## src/sv/tdfm_pkg.sv

```systemverilog
// shared constants, types and tile transform functions for the tile dedup block
package tdfm_pkg;

   localparam int TABLE_DEPTH    = 512;
   localparam int IDX_W          = (TABLE_DEPTH > 1) ? $clog2(TABLE_DEPTH) : 1;
   localparam int CNT_W          = $clog2(TABLE_DEPTH + 1);
   localparam int HALF_W         = 64;
   localparam int TILE_W         = 2 * HALF_W;
   localparam int BYTE_W         = 8;
   localparam int TILE_BYTES     = TILE_W / BYTE_W;
   localparam int ROW_W          = 16;
   localparam int TILE_ROWS      = TILE_W / ROW_W;
   localparam int ENTRY_INDEX_W  = 9;
   localparam int ENTRIES_USED_W = 10;
   localparam int OUTCOME_W      = 2;
   localparam int QUEUE_DEPTH    = 2;
   localparam int QPTR_W         = $clog2(QUEUE_DEPTH);
   localparam int QCNT_W         = $clog2(QUEUE_DEPTH + 1);

   typedef logic [TILE_W-1:0] tile_type;

   typedef enum logic [OUTCOME_W-1:0] {
      OUTCOME_MATCHED = 2'd0,
      OUTCOME_STORED  = 2'd1,
      OUTCOME_FULL    = 2'd2
   } outcome_type;

   typedef struct packed {
      tile_type plain;
      tile_type horiz;
      tile_type vert;
      tile_type both;
   } forms_type;

   typedef struct packed {
      logic      avail;
      forms_type forms;
   } job_type;

   typedef struct packed {
      logic [ENTRY_INDEX_W-1:0]  entry_index;
      logic                      mirror_x;
      logic                      mirror_y;
      outcome_type               outcome;
      logic [ENTRIES_USED_W-1:0] entries_used;
   } result_type;

   // bit order reversed inside every byte
   function automatic tile_type mirror_bytes(input tile_type t);
      tile_type r;
      r = '0;
      for (int b = 0; b < TILE_BYTES; b++) begin
         for (int k = 0; k < BYTE_W; k++) begin
            r[b*BYTE_W + k] = t[b*BYTE_W + (BYTE_W - 1 - k)];
         end
      end
      return r;
   endfunction

   // order of the two-byte rows reversed
   function automatic tile_type mirror_rows(input tile_type t);
      tile_type r;
      r = '0;
      for (int w = 0; w < TILE_ROWS; w++) begin
         r[w*ROW_W +: ROW_W] = t[(TILE_ROWS - 1 - w)*ROW_W +: ROW_W];
      end
      return r;
   endfunction

   function automatic forms_type make_forms(input tile_type t);
      forms_type f;
      f.plain = t;
      f.horiz = mirror_bytes(t);
      f.vert  = mirror_rows(t);
      f.both  = mirror_rows(mirror_bytes(t));
      return f;
   endfunction

endpackage

```

## src/sv/tdfm_front.sv

```systemverilog
// request queue and forming of the four mirrored variants of the queued tile
module tdfm_front (
   input  logic                    clock,
   input  logic                    reset,
   input  logic                    req_push,
   output logic                    req_full,
   input  logic [63:0]             req_tile_low,
   input  logic [63:0]             req_tile_high,
   input  logic                    take,
   output tdfm_pkg::job_type       job
);
   import tdfm_pkg::*;

   tile_type          slot_ff [QUEUE_DEPTH];
   logic [QPTR_W-1:0] wr_ptr_ff, wr_ptr_in;
   logic [QPTR_W-1:0] rd_ptr_ff, rd_ptr_in;
   logic [QCNT_W-1:0] cnt_ff, cnt_in;
   logic              push_ok;
   logic              pop_ok;

   assign req_full = (cnt_ff == QCNT_W'(QUEUE_DEPTH));
   assign push_ok  = req_push && !req_full;
   assign pop_ok   = take && (cnt_ff != '0);

   always_comb begin
      wr_ptr_in = push_ok ? wr_ptr_ff + 1'b1 : wr_ptr_ff;
      rd_ptr_in = pop_ok ? rd_ptr_ff + 1'b1 : rd_ptr_ff;
      cnt_in    = cnt_ff;
      if (push_ok && !pop_ok) begin
         cnt_in = cnt_ff + 1'b1;
      end else if (pop_ok && !push_ok) begin
         cnt_in = cnt_ff - 1'b1;
      end
   end

   always_ff @(posedge clock) begin
      if (reset) begin
         wr_ptr_ff <= '0;
         rd_ptr_ff <= '0;
         cnt_ff    <= '0;
      end else begin
         wr_ptr_ff <= wr_ptr_in;
         rd_ptr_ff <= rd_ptr_in;
         cnt_ff    <= cnt_in;
      end
   end

   always_ff @(posedge clock) begin
      if (push_ok) begin
         slot_ff[wr_ptr_ff] <= {req_tile_high, req_tile_low};
      end
   end

   assign job.avail = (cnt_ff != '0);
   assign job.forms = make_forms(slot_ff[rd_ptr_ff]);

endmodule

```

## config.mk

```make
export PLATFORM = sky130hd
export DESIGN_NAME = tdfm_front
export DESIGN_NICKNAME = d
export VERILOG_FILES = /design/src/sv/tdfm_pkg.sv /design/src/sv/tdfm_front.sv
export SDC_FILE = /design/constraint.sdc
export NUM_CORES = 1
export LEC_CHECK = 0
export BUFFER_PORTS_ARGS = -buffer_cell sky130_fd_sc_hd__buf_2
export CAP_MARGIN = 20
export CORE_AREA = 5 5 247 249
export DETAILED_ROUTE_END_ITERATION = 8
export DIE_AREA = 0 0 252 254
export SYNTH_ARGS = -nofsm -noshare
export SYNTH_HDL_FRONTEND = slang
export SYNTH_SLANG_ARGS = --single-unit
```

## constraint.sdc

```tcl
create_clock -name clock -period 4.1 [get_ports clock]
set_input_delay 0.82 -clock clock [delete_from_list [all_inputs] [get_ports clock]]
set_output_delay 0.82 -clock clock [all_outputs]
set_load 0.1 [all_outputs]
```

==> run_results.csv <==
group,metric,value,unit
drt,wire_per_inst,14.5,µm
clock_tree,cts_made_buffers,29,
worst_setup_path,critPathCaptureType,"output port",
timing,finalHoldViolCount,0,
placed_design,place_hpwl,20500,µm
cells_and_area,syn2layout_area_growth,18.4,%
grt,gr-total-overflow,0,
worst_setup_path,slowest_stage,"dfxtp_4",
cells_and_area,final_common_cell,"buf_2",
synth,ys_warn_count,0,
timing,rsz0062_at_grt,"no",
grt,grt_max_degree,66,
cells_and_area,nNetsFinal,1238,
worst_hold_path,whs_endpoint,"slot_ff[1][50]",
clock_tree,cts_sinks,261,
synth,yosysTopAreaCell,"edfxtp_1",
cells_and_area,fill_cells,6045,
clock_tree,cts_max_level,1,
synth,netlist.area_leader.share,62.1,%
placed_design,routabilityCongestion,0.830,
synth,ys_seq_elements,261,
worst_setup_path,crit_arrival,2.36,ns
die,core_area,58500,µm²
clock_tree,clkLatencyLatePin,0.55,ns
placed_design,port_buffers,645,
grt,grt_pass1_wl,37900,µm
run_status,status,"finished, final reports clean",
timing,worst_pin_slew,0.751,ns
worst_hold_path,hold_class,"input pin to register",
cells_and_area,drive_gt1_share,74.0,%
drt,drc,0,
grt,grt_use_total,7.51,%
cells_and_area,diodes,0,
worst_setup_path,cp_slowest_stage_delay,0.77,ns
die,die_area,64000,µm²
worst_setup_path,r2r_slack,2.08,ns
timing,relSlewSlack,49.9,%
synth,synth_nets,940,
die,die_w,252,µm
worst_setup_path,cp_max_fo,39,
synth,synth_area,12400,µm²
worst_setup_path,worstPathRequired,3.28,ns
clock_tree,cts_setup_buffers,0,
synth,ys_types,15,
timing,clock_skew,0.00790,ns
worst_setup_path,r2r.worst_path.cells,4,
worst_setup_path,crit_chain,"buf_12, mux2_2, buf_2",
grt,grt_pass1_vias,6617,
clock_tree,hold_buffers,0,
cells_and_area,final_cell_mix,"buf_2 (645), edfxtp_1 (256), mux2_2 (128)",
drt,dr.pass1.iters,4,
drt,wl,27500,µm
die,io_pins,646,
worst_setup_path,timing.rr.end,"slot_ff[1][1]",
worst_setup_path,critPathBufInv,2,
timing,maxSlewViolCount,0,
timing,tns,0,ns
flow_run,max_cap_violations,0,
timing,post-route-min-period,3.18,ns
timing,fmax,314,MHz
timing,fin_crit_sh,77.6,%
clock_tree,cts_buffer_depth,3,
clock_tree,cts_root_buf,"clkbuf_16",
worst_setup_path,worstSetupStartpointType,"register",
drt,postRouteAntennaNets,0,
grt,grt_antenna_before_repair,1,
drt,vias,6633,
worst_setup_path,reg2reg_from,"cnt_ff[0]",
worst_hold_path,min_path_cells,1,
worst_setup_path,crit_type,"register to output port",
clock_tree,tritoncts,"yes",
worst_setup_path,critPathTopFamily,"flip-flops",
die,rows,89,
die,start_util,21.2,%
worst_hold_path,hold_path_startpoint,"req_tile_low[50]",
synth,netlist_instances,807,
clock_tree,cts_resized,0,
drt,viasPerCell,3.49,
die,die_h,254,µm
worst_setup_path,cp.depth,3,
drt,drt_iter0_drc,206,
synth,yosysSeqAreaShare,62.9,%
clock_tree,path_clk_slew,0.06,ns
timing,finalSetupViolCount,0,
synth,postSynthAreaPerCell,15.3,µm²
synth,synthTopCellsByArea,"edfxtp_1 (62%), buf_4 (24%), mux2_2 (12%)",
registers in the layout, indices dropped and copies added, names as in the netlist, named ones only:
register	cells
cnt_ff	2
rd_ptr_ff	1
slot_ff	256
wr_ptr_ff	1
cell usage after synthesis, drive strengths merged:
cell / number
ha: 1
o21ai: 3
edfxtp: 256
xor2: 3
or2: 1
mux2: 128
dfxtp: 5
nor2: 4
a21oi: 2
inv: 2
buf: 398
nor2b: 1
and2: 1
or3: 2
routing by layer:
layer | share of wire, % | vias up | track usage (%)
met5 | 0.047 | - | 0
met1 | 36 | 3212 | 8.19
met4 | 2.2 | 2 | 2.39
li1 | - | 3045 | -
met3 | 9.3 | 37 | 2.00
met2 | 53 | 337 | 14.2
cell type report:
type | instances | area, µm² | share of cell area, %
inverter | 2 | 11.3 | 0.0769
timing repair buffer | 665 | 3450 | 23.6
sequential | 261 | 7790 | 53.2
clock buffer | 37 | 756 | 5.16
tap | 773 | 967 | 6.60
clock inverter | 14 | 116 | 0.794
multi-input combinational | 146 | 1560 | 10.6
how the worst max path moves through the flow:
stage / from / endpoint
2_1_floorplan: cnt_ff[1] / slot_ff[0][0]
3_3_place_gp: register / job[70]
3_5_place_dp: register / job[310]
4_1_cts: register / job[310]
5_1_grt: register / job[131]
6_report: register / job[310]
through the flow:
| step | instance area (µm²) | cells | setup WS (ns) | hold WS (ns) | utilization [%] |
|---|---|---|---|---|---|
| finish | 14700 | 1898 | 0.918 | 0.459 | 25.1 |
| global route | 14700 | 1898 | 0.778 | 0.427 | 25.1 |
| CTS | 14700 | 1898 | 0.792 | 0.403 | 25.1 |
| detailed placement | 13800 | 1847 | 1.40 | 0.486 | 23.6 |
| global placement | 13800 | 1847 | 1.40 | 0.474 | 23.6 |
| floorplan | 12400 | 807 | 0.318 | 0.452 | - |
logic make-up (layout without fill, tap and decap cells):
family,after synthesis,after routing,synth area share [%]
AND/OR/NAND/NOR,9,9,0.394
adder cells (fa/ha/maj),1,1,0.101
AO/OA/AOI/OAI,5,5,0.202
multiplexers,128,128,11.6
flip-flops,261,261,62.9
XOR/XNOR,3,3,0.212
buffers and inverters,400,718,24.5
worst reg2reg max path, stage by stage, from the launching register on:
cell,delay [ns]
dfxtp_1,0.43
nor2b_2,0.09
nor2_1,0.16
and2_4,0.67
buf_12,0.32
Power is left out: the tool's default activity adds up to more than one toggle a clock period on the data nets, which glitch-free logic cannot reach.
