===== config.mk =====
export PLATFORM = sky130hd
export DESIGN_NAME = tdfm_rsp_queue
export DESIGN_NICKNAME = d
export VERILOG_FILES = /design/src/sv/tdfm_pkg.sv /design/src/sv/tdfm_rsp_queue.sv
export SDC_FILE = /design/constraint.sdc
export NUM_CORES = 1
export LEC_CHECK = 0
export BUFFER_PORTS_ARGS = -buffer_cell sky130_fd_sc_hd__buf_4
export CAP_MARGIN = 20
export CORE_ASPECT_RATIO = 0.8
export CORE_UTILIZATION = 54
export DETAILED_ROUTE_END_ITERATION = 8
export HOLD_SLACK_MARGIN = 0.02
export PLACE_DENSITY_LB_ADDON = 0.15
export SYNTH_ARGS = -nofsm -noshare
export SYNTH_HDL_FRONTEND = slang
export SYNTH_SLANG_ARGS = --single-unit
export TNS_END_PERCENT = 10

===== constraint.sdc =====
create_clock -name clock -period 4.23 [get_ports clock]
set_input_delay 0.6345 -clock clock [delete_from_list [all_inputs] [get_ports clock]]
set_output_delay 0.6345 -clock clock [all_outputs]
set_load 0.02 [all_outputs]

===== src/sv/tdfm_pkg.sv =====
// shared constants, types and tile transform functions for the tile dedup block
package tdfm_pkg;

   localparam int TABLE_DEPTH    = 512;
   localparam int IDX_W          = (TABLE_DEPTH > 1) ? $clog2(TABLE_DEPTH) : 1;
   localparam int CNT_W          = $clog2(TABLE_DEPTH + 1);
   localparam int HALF_W         = 64;
   localparam int TILE_W         = 2 * HALF_W;
   localparam int BYTE_W         = 8;
   localparam int TILE_BYTES     = TILE_W / BYTE_W;
   localparam int ROW_W          = 16;
   localparam int TILE_ROWS      = TILE_W / ROW_W;
   localparam int ENTRY_INDEX_W  = 9;
   localparam int ENTRIES_USED_W = 10;
   localparam int OUTCOME_W      = 2;
   localparam int QUEUE_DEPTH    = 2;
   localparam int QPTR_W         = $clog2(QUEUE_DEPTH);
   localparam int QCNT_W         = $clog2(QUEUE_DEPTH + 1);

   typedef logic [TILE_W-1:0] tile_type;

   typedef enum logic [OUTCOME_W-1:0] {
      OUTCOME_MATCHED = 2'd0,
      OUTCOME_STORED  = 2'd1,
      OUTCOME_FULL    = 2'd2
   } outcome_type;

   typedef struct packed {
      tile_type plain;
      tile_type horiz;
      tile_type vert;
      tile_type both;
   } forms_type;

   typedef struct packed {
      logic      avail;
      forms_type forms;
   } job_type;

   typedef struct packed {
      logic [ENTRY_INDEX_W-1:0]  entry_index;
      logic                      mirror_x;
      logic                      mirror_y;
      outcome_type               outcome;
      logic [ENTRIES_USED_W-1:0] entries_used;
   } result_type;

   // bit order reversed inside every byte
   function automatic tile_type mirror_bytes(input tile_type t);
      tile_type r;
      r = '0;
      for (int b = 0; b < TILE_BYTES; b++) begin
         for (int k = 0; k < BYTE_W; k++) begin
            r[b*BYTE_W + k] = t[b*BYTE_W + (BYTE_W - 1 - k)];
         end
      end
      return r;
   endfunction

   // order of the two-byte rows reversed
   function automatic tile_type mirror_rows(input tile_type t);
      tile_type r;
      r = '0;
      for (int w = 0; w < TILE_ROWS; w++) begin
         r[w*ROW_W +: ROW_W] = t[(TILE_ROWS - 1 - w)*ROW_W +: ROW_W];
      end
      return r;
   endfunction

   function automatic forms_type make_forms(input tile_type t);
      forms_type f;
      f.plain = t;
      f.horiz = mirror_bytes(t);
      f.vert  = mirror_rows(t);
      f.both  = mirror_rows(mirror_bytes(t));
      return f;
   endfunction

endpackage


===== src/sv/tdfm_rsp_queue.sv =====
// result queue between the search engine and the response port
module tdfm_rsp_queue (
   input  logic                 clock,
   input  logic                 reset,
   input  logic                 push,
   input  tdfm_pkg::result_type push_data,
   output logic                 full,
   input  logic                 rsp_pop,
   output logic                 rsp_empty,
   output tdfm_pkg::result_type head
);
   import tdfm_pkg::*;

   result_type        slot_ff [QUEUE_DEPTH];
   logic [QPTR_W-1:0] wr_ptr_ff, wr_ptr_in;
   logic [QPTR_W-1:0] rd_ptr_ff, rd_ptr_in;
   logic [QCNT_W-1:0] cnt_ff, cnt_in;
   logic              push_ok;
   logic              pop_ok;

   assign full      = (cnt_ff == QCNT_W'(QUEUE_DEPTH));
   assign rsp_empty = (cnt_ff == '0);
   assign push_ok   = push && !full;
   assign pop_ok    = rsp_pop && !rsp_empty;

   always_comb begin
      wr_ptr_in = push_ok ? wr_ptr_ff + 1'b1 : wr_ptr_ff;
      rd_ptr_in = pop_ok ? rd_ptr_ff + 1'b1 : rd_ptr_ff;
      cnt_in    = cnt_ff;
      if (push_ok && !pop_ok) begin
         cnt_in = cnt_ff + 1'b1;
      end else if (pop_ok && !push_ok) begin
         cnt_in = cnt_ff - 1'b1;
      end
   end

   always_ff @(posedge clock) begin
      if (reset) begin
         wr_ptr_ff <= '0;
         rd_ptr_ff <= '0;
         cnt_ff    <= '0;
      end else begin
         wr_ptr_ff <= wr_ptr_in;
         rd_ptr_ff <= rd_ptr_in;
         cnt_ff    <= cnt_in;
      end
   end

   always_ff @(posedge clock) begin
      if (push_ok) begin
         slot_ff[wr_ptr_ff] <= push_data;
      end
   end

   assign head = slot_ff[rd_ptr_ff];

endmodule

==> reports/qor.yml, run 1 <==
layout:
  layout-drive-gt1-share_pct: 53.59
  n_fill_cell: 198
  syn_to_final_growth_pct: 28.40
  layout_common_cells: "51 x buf_4, 46 x edfxtp_1, 23 x mux2_2"
  design_area_um2: 2399
  num_antenna_cells: 0
  finalNetCount: 180
  final_common_cell: "buf_4"
route:
  vias_per_cell: 5.119
  wl_per_cell_um: 15.11
  drt-met1-wl_mm: 1.203
  finalWirelength_mm: 2.916
  drtIter0Drc: 57
  drc: 0
  route.met2.wl_mm: 1.447
  route.antenna.remaining_nets: 0
  vias: 988
  wl_met3_um: 189
  drt-pass1-iter-count: 4
  dr.max_layer_used: "met4"
setup_path:
  crit_required_ns: 3.60
  cp_top_family: "flip-flops"
  path_depth: 2
  r2r_end: "slot_ff[0][3]"
  path_class: "reg2out"
  critPathBufInv: 1
  crit_chain: "mux2_2 > buf_4"
  critPathCapture: "head[0]"
  arrival_ns: 1.88
  worstRegToRegCells: 3
  slowest_delay_ns: 0.98
  crit_fanout: 23
  timing.rr.start: "cnt_ff[0]"
  startpoint_type: "flip-flop"
  slowest_stage: "dfxtp_1"
  r2r_slack_ns: 2.35
  end_kind: "primary output"
power:
  peakVddDrop_mv: 0.3980
  power-per-cell-area_nw_per_um2: 605.8
  power.leakage_nw: 0.9148
die:
  dieArea_um2: 3700
  dieHeight_um: 54.61
  coreArea_um2: 3198
  die_w_um: 67.76
  io_pins: 52
  fp-row-count: 18
  floorplan.initialDensity_pct: 58.41
clocking:
  cts.sinks: 51
  clockBufferDepth: 2
  clkTransAtPathRegs_ns: 0.08
  cts_root_buffer: "clkbuf_8"
  cts_tree: "yes"
  postCtsSetupRepairBufs: 0
  ctsResizeCount: 0
  numCtsBuffers: 5
  clock_latency_ns: 0.30
  h-tree-depth: 2
  hold_buffers: 0
worst_hold_path:
  hold_class: "reg2reg"
  hold-path-cell-count: 2
global_route:
  gr-usage-all-layers_pct: 17.57
  grt_max_degree: 24
  grt_pass1_wl_mm: 4.174
  grt_pass1_vias: 962
  antenna_found_initial: 0
  overflow: 0
synthesis:
  ys.flop_type: "edfxtp_1"
  synth_seq_cells: 51
  ys_seq_area_share_pct: 79.30
  syn_avg_cell_area_um2: 19.46
  synth_cell_types: 13
  syn_area_um2: 1868
  syn-num-nets: 124
  ys_warn_count: 0
  synth_top_area_share_pct: 73.95
  async_flop_share_pct: 0
  synthCells: 96
  synth_edf_count: 46
  synth_top_cell_by_area: "edfxtp_1"
  ys_top_cells_by_area: "edfxtp_1 74%, mux2_2 14%, dfxtp_1 5.4%, xor2_1 1.4%, nor2_1 1.0%"
timing:
  worstMarginPinSlew_ns: 1.050
  fin_tns_setup_ns: 0
  hold_viol_final: 0
  drv_slew: 0
  fin_skew_ns: 0.005015
  finalWorstSetupSlack_ns: 1.720
  setup_viol: 0
  fmax_mhz: 398.3
  max_slew_margin_pct: 30.01
  rsz0062_at_grt: "false"
  fin_crit_sh_pct: 59.35
  fin_crit_ns: 2.510
place:
  pre_cts_ws_ns: 1.993
  port_buffers: 51
  place_congestion: 0.6065
  place_hpwl_mm: 1.919
  placed_cell_area_um2: 2291
outcome:
  outcome: "completed"
flow_run:
  cap_violations: 0
[worst min-delay path by stage]
stage | start | end | slack (ns)
finish | wr_ptr_ff | wr_ptr_ff | 0.48
global route | push_data[22] | slot_ff[0][22] | 0.49
CTS | wr_ptr_ff | wr_ptr_ff | 0.48
detailed placement | wr_ptr_ff | wr_ptr_ff | 0.47
global placement | wr_ptr_ff | wr_ptr_ff | 0.46
floorplan | wr_ptr_ff | wr_ptr_ff | 0.45
[flip-flops by register name (all words and copies together) (netlist names), named ones only]
name	cells
cnt_ff	2
rd_ptr_ff	1
wr_ptr_ff	1
slot_ff	46
[final cells by class]
type / instances / area, um2 / area share (%)
Clock inverter: 3 / 38.79 / 1.617
Clock buffer: 5 / 68.82 / 2.869
Sequential cell: 51 / 1481 / 61.76
Inverter: 2 / 7.507 / 0.3130
Timing Repair Buffer: 51 / 382.9 / 15.96
Tap cell: 40 / 50.05 / 2.087
Multi-Input combinational cell: 41 / 369.1 / 15.39
[worst min-delay path: stages, from the launching register on]
cell,delay (ns)
dfxtp_1,0.32
o21ai_0,0.06
a21oi_1,0.06
[cell families after synthesis]
kind of cell    share of synthesized area (%)
buf+inv                                0.9379
simple gates                            2.479
flops                                   79.30
fa+ha+maj                              0.6697
xor+xnor                                1.407
mux                                     13.86
compound gates                          1.339
[layer usage]
layer	vias to the layer above	global-route usage, %
met2	32	29.21
met5	-	0
met1	474	18.08
met3	8	6.667
li1	474	-
met4	0	13.83
[report_power, final]
part	total, mW	internal, mW	switching, mW	leakage [nW]
Sequential	0.690	0.637	0.0528	0.471
Combinational	0.438	0.216	0.222	0.388
Clock	0.325	0.173	0.152	0.0556
Total	1.45	1.03	0.427	0.915
[through the flow]
step | total power, mW | hold slack (ns) | util (%) | cells
2_1_floorplan | 0.9673 | 0.4516 | - | 96
3_3_place_gp | 1.137 | 0.4633 | 71.64 | 185
3_5_place_dp | 1.147 | 0.4698 | 71.64 | 185
4_1_cts | 1.471 | 0.4812 | 75.00 | 193
5_1_grt | 1.523 | 0.4881 | 75.00 | 193
6_report | 1.453 | 0.4799 | 75.00 | 193
[Yosys cell counts, types with 2 or more instances]
library cell  instances
xor2_1                3
or3_1                 2
mux2_2               23
nor2_1                5
dfxtp_1               5
o21ai_0               3
buf_2                 2
edfxtp_1             46
a21oi_1               2
inv_1                 2
(Power assumes the default switching activity.)
==> inputs of run 2 (changes only) <==
--- a/config.mk
+++ b/config.mk
@@ -8,7 +8,7 @@
 export BUFFER_PORTS_ARGS = -buffer_cell sky130_fd_sc_hd__buf_4
 export CAP_MARGIN = 20
 export CORE_ASPECT_RATIO = 0.8
-export CORE_UTILIZATION = 54
+export CORE_UTILIZATION = 50
 export DETAILED_ROUTE_END_ITERATION = 8
 export HOLD_SLACK_MARGIN = 0.02
 export PLACE_DENSITY_LB_ADDON = 0.15
==> constraint.sdc (replaced) <==
create_clock -name clock -period 2.55 [get_ports clock]
set_input_delay 0.3825 -clock clock [delete_from_list [all_inputs] [get_ports clock]]
set_output_delay 0.3825 -clock clock [all_outputs]
set_load 0.02 [all_outputs]
==> run 2 against run 1 <==
Compared with the run above:
- cell count grew 2.6%
- largest cell class unchanged
- setup slack lost 1.2 ns
- clock-buffer cell count grew 1
- die area grew 7.7%
- flip-flop and latch count is the same
- critical path depth grew 1
- utilization shrank 6.4 points
- hold slack lost 0.22 ns
- register-to-register slack lost 1.5 ns
- non-clock buffer count grew 3
- sequential power grew 61%
- largest power group unchanged
==> reports/qor.yml, run 2 (synthesis gave the netlist of run 1 again) <==
timing:
  fmax_mhz: 481.2
  finalWorstSetupSlack_ns: 0.4717
  fin_crit_ns: 2.078
  fin_skew_ns: 0.006067
  fin_tns_setup_ns: 0
  rsz0062_at_grt: "false"
  max_slew_margin_pct: 72.51
  drv_slew: 0
  setup_viol: 0
  worstMarginPinSlew_ns: 0.4124
  fin_crit_sh_pct: 81.50
  hold_viol_final: 0
layout:
  design_area_um2: 2396
  multi_input_area_um2: 369.1
  final_common_cell: "buf_4"
  largest_register_ffs: 46
  reg.largest.list: "slot_ff (46), cnt_ff (2)"
  n_fill_cell: 233
  seqCellArea_um2: 1481
  layout_common_cells: "54 x buf_4, 46 x edfxtp_1, 23 x mux2_2"
  top_register: "slot_ff"
  finalNetCount: 183
  syn_to_final_growth_pct: 28.27
  layout-drive-gt1-share_pct: 53.21
  num_antenna_cells: 0
place:
  pre_cts_ws_ns: 0.7388
  port_buffers: 51
  place_congestion: 0.6775
  place_hpwl_mm: 2.257
  placed_cell_area_um2: 2316
clocking:
  clockBufferDepth: 2
  cts_tree: "yes"
  postCtsSetupRepairBufs: 0
  hold_buffers: 0
  cts_root_buffer: "clkbuf_8"
  ctsResizeCount: 0
  clkTransAtPathRegs_ns: 0.09
  numCtsBuffers: 5
  h-tree-depth: 2
  clock_latency_ns: 0.30
  cts.sinks: 51
power:
  power.leakage_nw: 0.9152
  peakVddDrop_mv: 0.6071
  power-per-cell-area_nw_per_um2: 973.2
  power_mw: 2.332
setup_path:
  arrival_ns: 1.70
  path_class: "reg2out"
  crit_fanout: 15
  end_kind: "primary output"
  crit_required_ns: 2.17
  startpoint_type: "flip-flop"
flow_run:
  cap_violations: 0
worst_hold_path:
  hold_class: "in2reg"
die:
  die_w_um: 70.34
  fp-row-count: 19
  dieArea_um2: 3986
  floorplan.initialDensity_pct: 53.46
  io_pins: 52
  dieHeight_um: 56.67
  coreArea_um2: 3495
outcome:
  outcome: "completed"
global_route:
  antenna_found_initial: 0
  grt_pass1_vias: 1065
  grt_pass1_wl_mm: 5.037
  overflow: 0
  grt_max_degree: 16
  gr-usage-all-layers_pct: 17.58
route:
  drtIter0Drc: 38
  vias_per_cell: 5.066
  route.antenna.remaining_nets: 0
  vias: 1003
  drt-pass1-iter-count: 2
  drc: 0
  finalWirelength_mm: 3.146
  wl_per_cell_um: 15.89
## run 2: changes by cell type in the layout (fill, tap and decap cells not counted)
| cell | previous run | this run |
|---|---|---|
| clkinv_1 | 1 | 2 |
| clkinv_2 | 1 | 0 |
| bufinv_16 | 1 | 0 |
| buf_4 | 51 | 54 |
| clkbuf_1 | 0 | 1 |
## run 2: cell type report
cell class                 count  area share [%]
clock inverter                 2          0.3133
timing repair buffer          54           16.92
clock buffer                   6           3.029
inverter                       2          0.3133
sequential                    51           61.83
multi-input combinational     41           15.40
tap                           42           2.193
## run 2: final timing paths
path | start | to | slack [ns] | cells past startpoint
worst max-delay path | flip-flop | head[17] | 0.47 | 3
worst min-delay path | push_data[12] | slot_ff[1][12] | 0.26 | 1
worst max register to register | cnt_ff[0] | slot_ff[0][20] | 0.81 | 4
worst min register to register | wr_ptr_ff | wr_ptr_ff | 0.50 | 2
## run 2: report_power, final
part / switching (mW) / internal, mW / leakage [nW]
sequential: 0.0580 / 1.05 / 0.471
combinational: 0.413 / 0.372 / 0.404
clock: 0.247 / 0.187 / 0.0403
## run 2: through the flow
stage	hold WS, ns	cells	util, %
5_1_grt	0.2444	198	68.56
3_5_place_dp	0.4970	190	66.27
2_1_floorplan	0.4516	96	-
4_1_cts	0.2507	198	68.56
3_3_place_gp	0.4647	190	66.27
6_report	0.2565	198	68.56
## run 2: layer usage
layer	global-route usage, %	vias up	routed length [um]
met1	20.44	482	1310
li1	-	482	-
met2	29.25	30	1607
met5	0	-	0
met4	10.29	0	70
met3	4.847	9	157
## run 2: critical path: stages, from the launching register on
cell and delay, ns:
dfxtp_1 0.55, buf_4 0.31, mux2_2 0.37, buf_4 0.16
